## src/sv/ovl_pkg.sv

```systemverilog
// ----------------------------------------------------------------------------
// ovl_pkg
// Shared types and constants of the ordered value list.
// ----------------------------------------------------------------------------
package ovl_pkg;

    localparam int DEPTH_DEFAULT = 16;
    localparam int VALUE_W       = 32;
    localparam int COUNT_W       = 5;

    typedef logic signed [VALUE_W-1:0] value_t;
    typedef logic        [COUNT_W-1:0] count_field_t;

    typedef enum logic [1:0] {
        ACT_APPEND      = 2'd0,
        ACT_PREPEND     = 2'd1,
        ACT_REMOVE      = 2'd2,
        ACT_REMOVE_TAIL = 2'd3
    } action_t;

    typedef enum logic [1:0] {
        ST_DONE      = 2'd0,
        ST_NOT_FOUND = 2'd1,
        ST_EMPTY     = 2'd2,
        ST_FULL      = 2'd3
    } status_t;

    typedef enum logic [1:0] {
        S_IDLE,
        S_SWEEP,
        S_DONE
    } state_t;

    // drive of the cell row from the controller
    typedef struct packed {
        logic   shift;
        value_t feed;
    } row_ctrl_t;

endpackage

```

## src/sv/ovl_if.sv

```systemverilog
// ----------------------------------------------------------------------------
// ovl_req_if / ovl_rsp_if
// Valid/ready channels for requests and results of the ordered value list.
// ----------------------------------------------------------------------------
interface ovl_req_if import ovl_pkg::*; ();
    logic    valid;
    logic    ready;
    action_t action;
    value_t  value;

    modport source (output valid, output action, output value, input ready);
    modport sink   (input valid, input action, input value, output ready);
endinterface

interface ovl_rsp_if import ovl_pkg::*; ();
    logic         valid;
    logic         ready;
    status_t      status;
    count_field_t entry_count;
    value_t       head_value;
    value_t       tail_value;

    modport source (output valid, output status, output entry_count,
                    output head_value, output tail_value, input ready);
    modport sink   (input valid, input status, input entry_count,
                    input head_value, input tail_value, output ready);
endinterface

```

## src/sv/ovl_cell.sv

```systemverilog
// ----------------------------------------------------------------------------
// ovl_cell
// One entry of the cell row; takes its neighbour's entry on a shift.
// ----------------------------------------------------------------------------
module ovl_cell import ovl_pkg::*;
(
    input  logic   clk,
    input  logic   shift,
    input  value_t din,
    output value_t dout
);

    value_t entry_reg;

    always_ff @(posedge clk)
    begin
        if (shift)
        begin
            entry_reg <= din;
        end
    end

    assign dout = entry_reg;

endmodule

```

## src/sv/ovl_ctrl.sv

```systemverilog
// ----------------------------------------------------------------------------
// ovl_ctrl
// Request sequencer: runs one sweep round the cell row per request that is
// not refused, picks the value fed back into the row and builds the result beat.
// ----------------------------------------------------------------------------
module ovl_ctrl import ovl_pkg::*;
#(
    parameter int DEPTH = DEPTH_DEFAULT
)
(
    input  logic      clk,
    input  logic      rst_n,
    ovl_req_if.sink   req,
    ovl_rsp_if.source rsp,
    input  value_t    row_out,
    output row_ctrl_t row_ctrl
);

    localparam int KW = $clog2(DEPTH + 2);
    localparam int CW = $clog2(DEPTH + 1);

    state_t         state_reg, state_next;
    logic [KW-1:0]  step_reg, step_next;
    logic [CW-1:0]  count_reg, count_next;
    action_t        act_reg, act_next;
    value_t         val_reg, val_next;
    logic           found_reg, found_next;
    status_t        status_reg, status_next;
    value_t         dly_reg, dly2_reg;
    value_t         head_reg, head_next;
    value_t         tail_reg, tail_next;
    logic           out_valid_reg;
    status_t        out_status_reg;
    count_field_t   out_count_reg;
    value_t         out_head_reg, out_tail_reg;

    logic           req_beat;
    logic           slot_free;
    logic           refused;
    logic           match_now;
    logic           last_step;
    logic [KW-1:0]  cnt_ext;
    logic [KW-1:0]  new_cnt;
    value_t         feed;

    assign req_beat  = req.valid && req.ready;
    assign slot_free = !out_valid_reg || rsp.ready;
    assign cnt_ext   = KW'(count_reg);
    assign last_step = (step_reg == KW'(DEPTH));

    always_comb
    begin
        case (req.action)
            ACT_APPEND, ACT_PREPEND: refused = (count_reg == CW'(DEPTH));
            default:                 refused = (count_reg == '0);
        endcase
    end

    // first match seen at the front of the row
    assign match_now = (act_reg == ACT_REMOVE) && !found_reg &&
                       (step_reg < cnt_ext) && (row_out == val_reg);

    always_comb
    begin
        case (act_reg)
            ACT_APPEND:      new_cnt = cnt_ext + KW'(1);
            ACT_PREPEND:     new_cnt = cnt_ext + KW'(1);
            ACT_REMOVE:      new_cnt = (found_reg || match_now) ? cnt_ext - KW'(1) : cnt_ext;
            default:         new_cnt = cnt_ext - KW'(1);
        endcase
    end

    // value fed into the far end of the row
    always_comb
    begin
        feed = dly_reg;
        case (act_reg)
            ACT_APPEND:
            begin
                if (step_reg == cnt_ext + KW'(1))
                begin
                    feed = val_reg;
                end
            end
            ACT_PREPEND:
            begin
                feed = (step_reg == KW'(1)) ? val_reg : dly2_reg;
            end
            ACT_REMOVE:
            begin
                feed = found_reg ? row_out : dly_reg;
            end
            default:
            begin
                feed = dly_reg;
            end
        endcase
    end

    // next state
    always_comb
    begin
        state_next = state_reg;
        case (state_reg)
            S_IDLE:
            begin
                if (req_beat)
                begin
                    state_next = refused ? S_DONE : S_SWEEP;
                end
            end
            S_SWEEP:
            begin
                if (last_step)
                begin
                    state_next = S_DONE;
                end
            end
            S_DONE:
            begin
                if (slot_free)
                begin
                    state_next = S_IDLE;
                end
            end
            default:
            begin
                state_next = S_IDLE;
            end
        endcase
    end

    // datapath next values
    always_comb
    begin
        step_next   = step_reg;
        count_next  = count_reg;
        act_next    = act_reg;
        val_next    = val_reg;
        found_next  = found_reg;
        status_next = status_reg;
        head_next   = head_reg;
        tail_next   = tail_reg;
        case (state_reg)
            S_IDLE:
            begin
                if (req_beat)
                begin
                    step_next  = '0;
                    act_next   = req.action;
                    val_next   = req.value;
                    found_next = 1'b0;
                    if (refused)
                    begin
                        status_next = (req.action == ACT_APPEND ||
                                       req.action == ACT_PREPEND) ? ST_FULL : ST_EMPTY;
                    end
                    else
                    begin
                        status_next = ST_DONE;
                    end
                end
            end
            S_SWEEP:
            begin
                step_next  = step_reg + KW'(1);
                found_next = found_reg || match_now;
                if (step_reg == KW'(1))
                begin
                    head_next = feed;
                end
                if (act_reg == ACT_REMOVE)
                begin
                    if (step_reg == cnt_ext - KW'(1) ||
                        (step_reg == cnt_ext && !found_reg))
                    begin
                        tail_next = feed;
                    end
                end
                else if (step_reg == new_cnt)
                begin
                    tail_next = feed;
                end
                if (last_step)
                begin
                    count_next = CW'(new_cnt);
                    if (act_reg == ACT_REMOVE && !(found_reg || match_now))
                    begin
                        status_next = ST_NOT_FOUND;
                    end
                end
            end
            default:
            begin
            end
        endcase
    end

    // outputs
    always_comb
    begin
        req.ready      = (state_reg == S_IDLE);
        row_ctrl.shift = (state_reg == S_SWEEP);
        row_ctrl.feed  = feed;
    end

    assign rsp.valid       = out_valid_reg;
    assign rsp.status      = out_status_reg;
    assign rsp.entry_count = out_count_reg;
    assign rsp.head_value  = out_head_reg;
    assign rsp.tail_value  = out_tail_reg;

    always_ff @(posedge clk or negedge rst_n)
    begin
        if (!rst_n)
        begin
            state_reg     <= S_IDLE;
            count_reg     <= '0;
            found_reg     <= 1'b0;
            step_reg      <= '0;
            out_valid_reg <= 1'b0;
        end
        else
        begin
            state_reg <= state_next;
            count_reg <= count_next;
            found_reg <= found_next;
            step_reg  <= step_next;
            if (state_reg == S_DONE && slot_free)
            begin
                out_valid_reg <= 1'b1;
            end
            else if (rsp.ready)
            begin
                out_valid_reg <= 1'b0;
            end
        end
    end

    always_ff @(posedge clk)
    begin
        act_reg    <= act_next;
        val_reg    <= val_next;
        status_reg <= status_next;
        head_reg   <= head_next;
        tail_reg   <= tail_next;
        if (state_reg == S_SWEEP)
        begin
            dly_reg  <= row_out;
            dly2_reg <= dly_reg;
        end
        if (state_reg == S_DONE && slot_free)
        begin
            out_status_reg <= status_reg;
            out_count_reg  <= COUNT_W'(count_reg);
            out_head_reg   <= (count_reg == '0) ? '0 : head_reg;
            out_tail_reg   <= (count_reg == '0) ? '0 : tail_reg;
        end
    end

    a_count_bound: assert property (@(posedge clk) disable iff (!rst_n)
        count_reg <= CW'(DEPTH))
        else $error("entry count beyond depth");

    a_sweep_bound: assert property (@(posedge clk) disable iff (!rst_n)
        state_reg == S_SWEEP |-> step_reg <= KW'(DEPTH))
        else $error("sweep ran past the row");

    a_found_remove: assert property (@(posedge clk) disable iff (!rst_n)
        found_reg && state_reg == S_SWEEP |-> act_reg == ACT_REMOVE)
        else $error("match flag set outside a remove");

    a_empty_beat: assert property (@(posedge clk) disable iff (!rst_n)
        out_valid_reg && out_status_reg == ST_EMPTY |-> out_count_reg == '0)
        else $error("empty status with entries held");

    a_full_beat: assert property (@(posedge clk) disable iff (!rst_n)
        out_valid_reg && out_status_reg == ST_FULL |-> out_count_reg == COUNT_W'(DEPTH))
        else $error("full status on a list with room");

endmodule

```

## src/sv/ordered_value_list_unit.sv

```systemverilog
// ----------------------------------------------------------------------------
// ordered_value_list_unit
// Ordered list of signed values with append, prepend and removal.
// ----------------------------------------------------------------------------
// The list lives in a row of DEPTH cells that all shift towards the front
// together, the front cell feeding back into the far end through the
// controller. A request that is not refused, including a removal that finds
// no match, runs one sweep of DEPTH+1 shifts round the row before its result
// beat is registered; a refused request (append or prepend on a full list,
// removal on an empty one) goes to its result beat without a sweep. One
// request is handled at a time; the next request beat is taken while the
// previous result still waits in the output register.
module ordered_value_list_unit import ovl_pkg::*;
#(
    parameter int DEPTH = DEPTH_DEFAULT
)
(
    input  logic      clk,
    input  logic      rst_n,
    ovl_req_if.sink   req,
    ovl_rsp_if.source rsp
);

    row_ctrl_t row_ctrl;
    value_t    cell_data [DEPTH];

    ovl_ctrl #(
        .DEPTH (DEPTH)
    ) u_ctrl (
        .clk      (clk),
        .rst_n    (rst_n),
        .req      (req),
        .rsp      (rsp),
        .row_out  (cell_data[0]),
        .row_ctrl (row_ctrl)
    );

    for (genvar i = 0; i < DEPTH; i++)
    begin : g_cell
        value_t din;
        if (i == DEPTH - 1)
        begin : g_end
            assign din = row_ctrl.feed;
        end
        else
        begin : g_mid
            assign din = cell_data[i+1];
        end

        ovl_cell u_cell (
            .clk   (clk),
            .shift (row_ctrl.shift),
            .din   (din),
            .dout  (cell_data[i])
        );
    end

endmodule
```

## src/flat_wrapper.sv

```systemverilog
// flat-port wrapper written by rule: the top's interface ports become plain ports
module ordered_value_list_unit_flat import ovl_pkg::*;
#(
    parameter int DEPTH = DEPTH_DEFAULT
)
  (clk, rst_n, req_valid, req_action, req_value, req_ready, rsp_valid, rsp_status, rsp_entry_count, rsp_head_value, rsp_tail_value, rsp_ready);
  ovl_req_if req_i ();
  ovl_rsp_if rsp_i ();
  input  logic clk;
  input  logic rst_n;
  input wire logic [$bits(req_i.valid)-1:0] req_valid;
  input wire logic [$bits(req_i.action)-1:0] req_action;
  input wire logic [$bits(req_i.value)-1:0] req_value;
  output wire logic [$bits(req_i.ready)-1:0] req_ready;
  output wire logic [$bits(rsp_i.valid)-1:0] rsp_valid;
  output wire logic [$bits(rsp_i.status)-1:0] rsp_status;
  output wire logic [$bits(rsp_i.entry_count)-1:0] rsp_entry_count;
  output wire logic [$bits(rsp_i.head_value)-1:0] rsp_head_value;
  output wire logic [$bits(rsp_i.tail_value)-1:0] rsp_tail_value;
  input wire logic [$bits(rsp_i.ready)-1:0] rsp_ready;
  assign req_i.valid = req_valid;
  assign req_i.action = req_action;
  assign req_i.value = req_value;
  assign req_ready = req_i.ready;
  assign rsp_valid = rsp_i.valid;
  assign rsp_status = rsp_i.status;
  assign rsp_entry_count = rsp_i.entry_count;
  assign rsp_head_value = rsp_i.head_value;
  assign rsp_tail_value = rsp_i.tail_value;
  assign rsp_i.ready = rsp_ready;
  ordered_value_list_unit #(.DEPTH(DEPTH)) u_core (.clk(clk), .rst_n(rst_n), .req(req_i), .rsp(rsp_i));
endmodule
```

## config.mk

```make
export PLATFORM = sky130hd
export DESIGN_NAME = ordered_value_list_unit_flat
export DESIGN_NICKNAME = d
export VERILOG_FILES = /design/src/sv/ovl_pkg.sv /design/src/sv/ovl_if.sv /design/src/sv/ovl_cell.sv /design/src/sv/ovl_ctrl.sv /design/src/sv/ordered_value_list_unit.sv /design/src/flat_wrapper.sv
export SDC_FILE = /design/constraint.sdc
export NUM_CORES = 1
export LEC_CHECK = 0
export BUFFER_PORTS_ARGS = -buffer_cell sky130_fd_sc_hd__buf_4
export CORE_MARGIN = 3
export CORE_UTILIZATION = 60
export CTS_CLUSTER_DIAMETER = 60
export DETAILED_ROUTE_END_ITERATION = 8
export GPL_TIMING_DRIVEN = 0
export HOLD_SLACK_MARGIN = 0.1
export PLACE_DENSITY = 0.83
export REMOVE_ABC_BUFFERS = 1
export SETUP_SLACK_MARGIN = 0.1
export SLEW_MARGIN = 0
export SYNTH_ARGS = -nofsm -noshare
export SYNTH_HDL_FRONTEND = slang
export SYNTH_HIERARCHICAL = 1
export SYNTH_SLANG_ARGS = --single-unit
```

## constraint.sdc

```tcl
create_clock -name clk -period 29.9 [get_ports clk]
set_input_delay 5.98 -clock clk [delete_from_list [all_inputs] [get_ports clk]]
set_output_delay 5.98 -clock clk [all_outputs]
set_load 0.02 [all_outputs]
```

==> flow_results.xml <==
<?xml version="1.0" encoding="UTF-8"?>
<metrics>
  <group name="status">
    <metric name="status" unit="">finished clean</metric>
  </group>
  <group name="grt">
    <metric name="grt_first_pass_wirelength" unit="mm">72.07</metric>
    <metric name="number_of_global_route_vias_before_repair" unit="">12470</metric>
    <metric name="grt-ovfl-total" unit="">0</metric>
    <metric name="total_global_route_track_usage" unit="">0.2024</metric>
    <metric name="grt_max_degree" unit="">114</metric>
    <metric name="antenna_violations_before_repair" unit="">0</metric>
  </group>
  <group name="synth">
    <metric name="yosysSeqAreaShare" unit="">0.8444</metric>
    <metric name="dominantRegCellSynth" unit="">sky130_fd_sc_hd__edfxtp_1</metric>
    <metric name="synth.ff_latch_count" unit="">761</metric>
    <metric name="async_flop_share" unit="">0.01840</metric>
    <metric name="synth_edf_count" unit="">747</metric>
    <metric name="syn_area_per_cell" unit="um^2">19.98</metric>
    <metric name="syn-instance-count" unit="">1350</metric>
    <metric name="yosysWarningCount" unit="">6</metric>
    <metric name="yosysUniqueCellTypes" unit="">56</metric>
    <metric name="synth_area" unit="um^2">26980</metric>
  </group>
  <group name="clock_tree">
    <metric name="number_of_gates_resized_after_cts" unit="">0</metric>
    <metric name="setup_bufs_post_cts" unit="">0</metric>
    <metric name="clkSlewWorstSetupHoldPaths" unit="ns">0.06</metric>
    <metric name="cts_buffers" unit="">75</metric>
    <metric name="clock-sinks" unit="">761</metric>
    <metric name="root_buffer" unit="">sky130_fd_sc_hd__clkbuf_16</metric>
    <metric name="cts_tree" unit="">done</metric>
    <metric name="ctsLongestPathBuffers" unit="">3</metric>
    <metric name="latest_clock_arrival_within_the_worst_skew_pair" unit="ns">0.62</metric>
    <metric name="cts_hold_buffers_added" unit="">0</metric>
    <metric name="htree_num_levels" unit="">3</metric>
  </group>
  <group name="placement">
    <metric name="gp_congestion" unit="">0.7814</metric>
    <metric name="dp_hpwl" unit="mm">28.54</metric>
    <metric name="dp_worst_setup_slack" unit="ns">22.40</metric>
    <metric name="buffer_ports.inserted" unit="">110</metric>
    <metric name="post-place-cells" unit="">2036</metric>
  </group>
  <group name="die">
    <metric name="die_width" unit="um">218.0</metric>
    <metric name="area_of_the_core_region" unit="um^2">44320</metric>
    <metric name="effective_utilization_at_floorplan" unit="">0.6088</metric>
    <metric name="pin_count" unit="">111</metric>
    <metric name="die-height" unit="um">218.0</metric>
    <metric name="die_area" unit="um^2">47540</metric>
    <metric name="placement_rows" unit="">77</metric>
  </group>
  <group name="worst_hold_path">
    <metric name="min-delay-path-class" unit="">flip-flop to flip-flop</metric>
    <metric name="worst_hold_startpoint" unit="">u_core/g_cell[12].u_cell/dout[31]</metric>
    <metric name="hold-path-endpoint" unit="">u_core/g_cell[11].u_cell/dout[31]</metric>
    <metric name="worst_hold_depth" unit="">0</metric>
  </group>
  <group name="setup_path">
    <metric name="worstSetupPathType" unit="">flip-flop to output pin</metric>
    <metric name="start_kind" unit="">flip-flop</metric>
    <metric name="reg2reg_slack" unit="ns">25.77</metric>
    <metric name="worst-endpoint-arrival" unit="ns">1.45</metric>
    <metric name="crit_path_start" unit="">u_core/u_ctrl/state_reg[1]</metric>
    <metric name="crit_required" unit="ns">23.92</metric>
    <metric name="timing.critical_path.to_type" unit="">output pin</metric>
    <metric name="critical_path.reg2reg.startpoint" unit="">u_core/u_ctrl/cnt_ext[3]</metric>
    <metric name="worstRegToRegCells" unit="">10</metric>
    <metric name="crit-reg2reg-capture" unit="">u_core/u_ctrl/tail_reg[26]</metric>
    <metric name="cp_max_fo" unit="">6</metric>
  </group>
  <group name="detailed_routing">
    <metric name="routed_wire_length_per_instance" unit="um">21.69</metric>
    <metric name="drt_pass1_iterations" unit="">5</metric>
    <metric name="wirelength" unit="mm">47.02</metric>
    <metric name="ant_nets" unit="">0</metric>
    <metric name="routed_via_density" unit="">5.787</metric>
    <metric name="via_count" unit="">12550</metric>
    <metric name="number_of_drc_violations_after_detailed_routing" unit="">0</metric>
    <metric name="detailedRoute.firstIterationViolations" unit="">1298</metric>
  </group>
  <group name="timing">
    <metric name="maximum_clock_rate" unit="MHz">134.7</metric>
    <metric name="setup_violations_final" unit="">0</metric>
    <metric name="holdWs" unit="ns">0.4027</metric>
    <metric name="period_share" unit="">0.2484</metric>
    <metric name="timing_max_transition_violations_final" unit="">0</metric>
    <metric name="setup_total_negative_slack" unit="ns">0</metric>
    <metric name="worst_clk_skew" unit="ns">0.03188</metric>
    <metric name="min_period" unit="ns">7.426</metric>
    <metric name="worst_slew_pin_slew" unit="ns">1.300</metric>
    <metric name="fin_ws" unit="ns">22.47</metric>
    <metric name="slew_headroom" unit="">0.1254</metric>
    <metric name="unrepaired_setup_endpoints_after_global_routing" unit="">no</metric>
    <metric name="hold_violations_final" unit="">0</metric>
  </group>
  <group name="final_layout">
    <metric name="num-nets-final" unit="">1569</metric>
    <metric name="flip_flop_count_of_the_largest_register_after_layout" unit="">512</metric>
    <metric name="num-fill-cells" unit="">2680</metric>
    <metric name="layout_cells_sized_above_1" unit="">0.2088</metric>
    <metric name="layout.cells.non_filler" unit="">2168</metric>
    <metric name="diode_insertion_count_for_antenna_repair" unit="">0</metric>
    <metric name="flow.area_growth_from_synthesis" unit="%">16.34</metric>
  </group>
  <group name="pwr">
    <metric name="power.density" unit="nW/um^2">124.9</metric>
    <metric name="p_leak" unit="nW">10.71</metric>
    <metric name="peakVddDrop" unit="uV">93.06</metric>
  </group>
  <group name="flow_run">
    <metric name="drv.max_cap_violation_count" unit="">0</metric>
  </group>
</metrics>
==> cells by family after synthesis <==
family / synth area share
DFF: 0.8444
AOI/OAI and AO/OA: 0.04540
adders and majority gates: 0.004638
and+or+nand+nor: 0.04197
muxes: 0.03747
buffers and inverters: 0.009600
xor gates and xnor gates: 0.01646
==> how the worst max path moves through the flow <==
stage / cells past startpoint / slack, ns / endpoint
2_1_floorplan: 2 / 14.31 / u_core/g_cell[0].u_cell/dout[0]
3_3_place_gp: 3 / 9.32 / u_core/u_ctrl/head_reg[11]
3_5_place_dp: 6 / 22.40 / u_core/u_ctrl/status_reg[1]
4_1_cts: 2 / 22.43 / req_ready
5_1_grt: 2 / 22.40 / req_ready
6_report: 2 / 22.47 / req_ready
==> where the power goes <==
part | internal [mW] | leakage [nW] | switching (mW)
registers | 1.94 | 7.45 | 0.189
logic | 0.302 | 2.09 | 0.567
clock network | 0.535 | 1.18 | 0.382
total | 2.78 | 10.7 | 1.14
==> final cells by class <==
class | count | area [um^2] | share of cell area
flip-flops and latches | 761 | 22780 | 0.7259
well taps | 592 | 740.7 | 0.02360
multi-input cells | 531 | 3961 | 0.1262
clock buffers | 90 | 1976 | 0.06294
repair buffers | 141 | 1436 | 0.04576
clock inverters | 42 | 444.2 | 0.01415
inverters | 11 | 46.29 | 0.001475
==> synth_stat cells (10+ instances only) <==
master / count / area [um^2]
sky130_fd_sc_hd__xnor2_1: 44 / 385.4
sky130_fd_sc_hd__mux2_2: 32 / 360.4
sky130_fd_sc_hd__mux2i_1: 65 / 650.6
sky130_fd_sc_hd__nor2b_1: 66 / 412.9
sky130_fd_sc_hd__a2bb2oi_2: 30 / 450.4
sky130_fd_sc_hd__edfxtp_1: 747 / 22430
sky130_fd_sc_hd__o21ai_0: 104 / 520.5
sky130_fd_sc_hd__nor2_1: 54 / 202.7
sky130_fd_sc_hd__nand3_1: 12 / 60.06
sky130_fd_sc_hd__dfrtp_1: 14 / 350.3
sky130_fd_sc_hd__nand2_1: 20 / 75.07
sky130_fd_sc_hd__clkbuf_1: 28 / 105.1
sky130_fd_sc_hd__ha_1: 10 / 125.1
sky130_fd_sc_hd__nand4_1: 19 / 118.9
==> cells in the final DEF (no fill, tap or decap), drive strengths merged, types with 32 or more instances in the layout <==
master	instances
a2bb2oi	32
xnor2	45
mux2i	65
nor2	54
nor2b	66
edfxtp	747
mux2	32
buf	141
o21ai	104
clkbuf	90
==> worst max-delay path: stages (launching register included) <==
cell and delay (ns):
sky130_fd_sc_hd__dfrtp_1 0.44, sky130_fd_sc_hd__nor2_1 0.23, sky130_fd_sc_hd__buf_4 0.19
==> metal layers <==
layer | global-route usage | up-vias | share of wire
met1 | 0.2962 | 6387 | 0.44
met2 | 0.2951 | 421 | 0.45
met3 | 0.05267 | 123 | 0.067
li1 | - | 5615 | -
met4 | 0.08437 | 0 | 0.036
met5 | 0 | - | 0
==> metrics by stage <==
stage / util / area, um^2 / power, mW
final: 0.7082 / 31390 / 3.919
after global routing: 0.7082 / 31390 / 4.112
after CTS: 0.7082 / 31390 / 3.960
after detailed placement: 0.6536 / 28970 / 3.017
after global placement: 0.6392 / 28330 / 3.232
after floorplan: - / 26760 / 2.878
No activity file was read; power rests on OpenSTA's default activity.
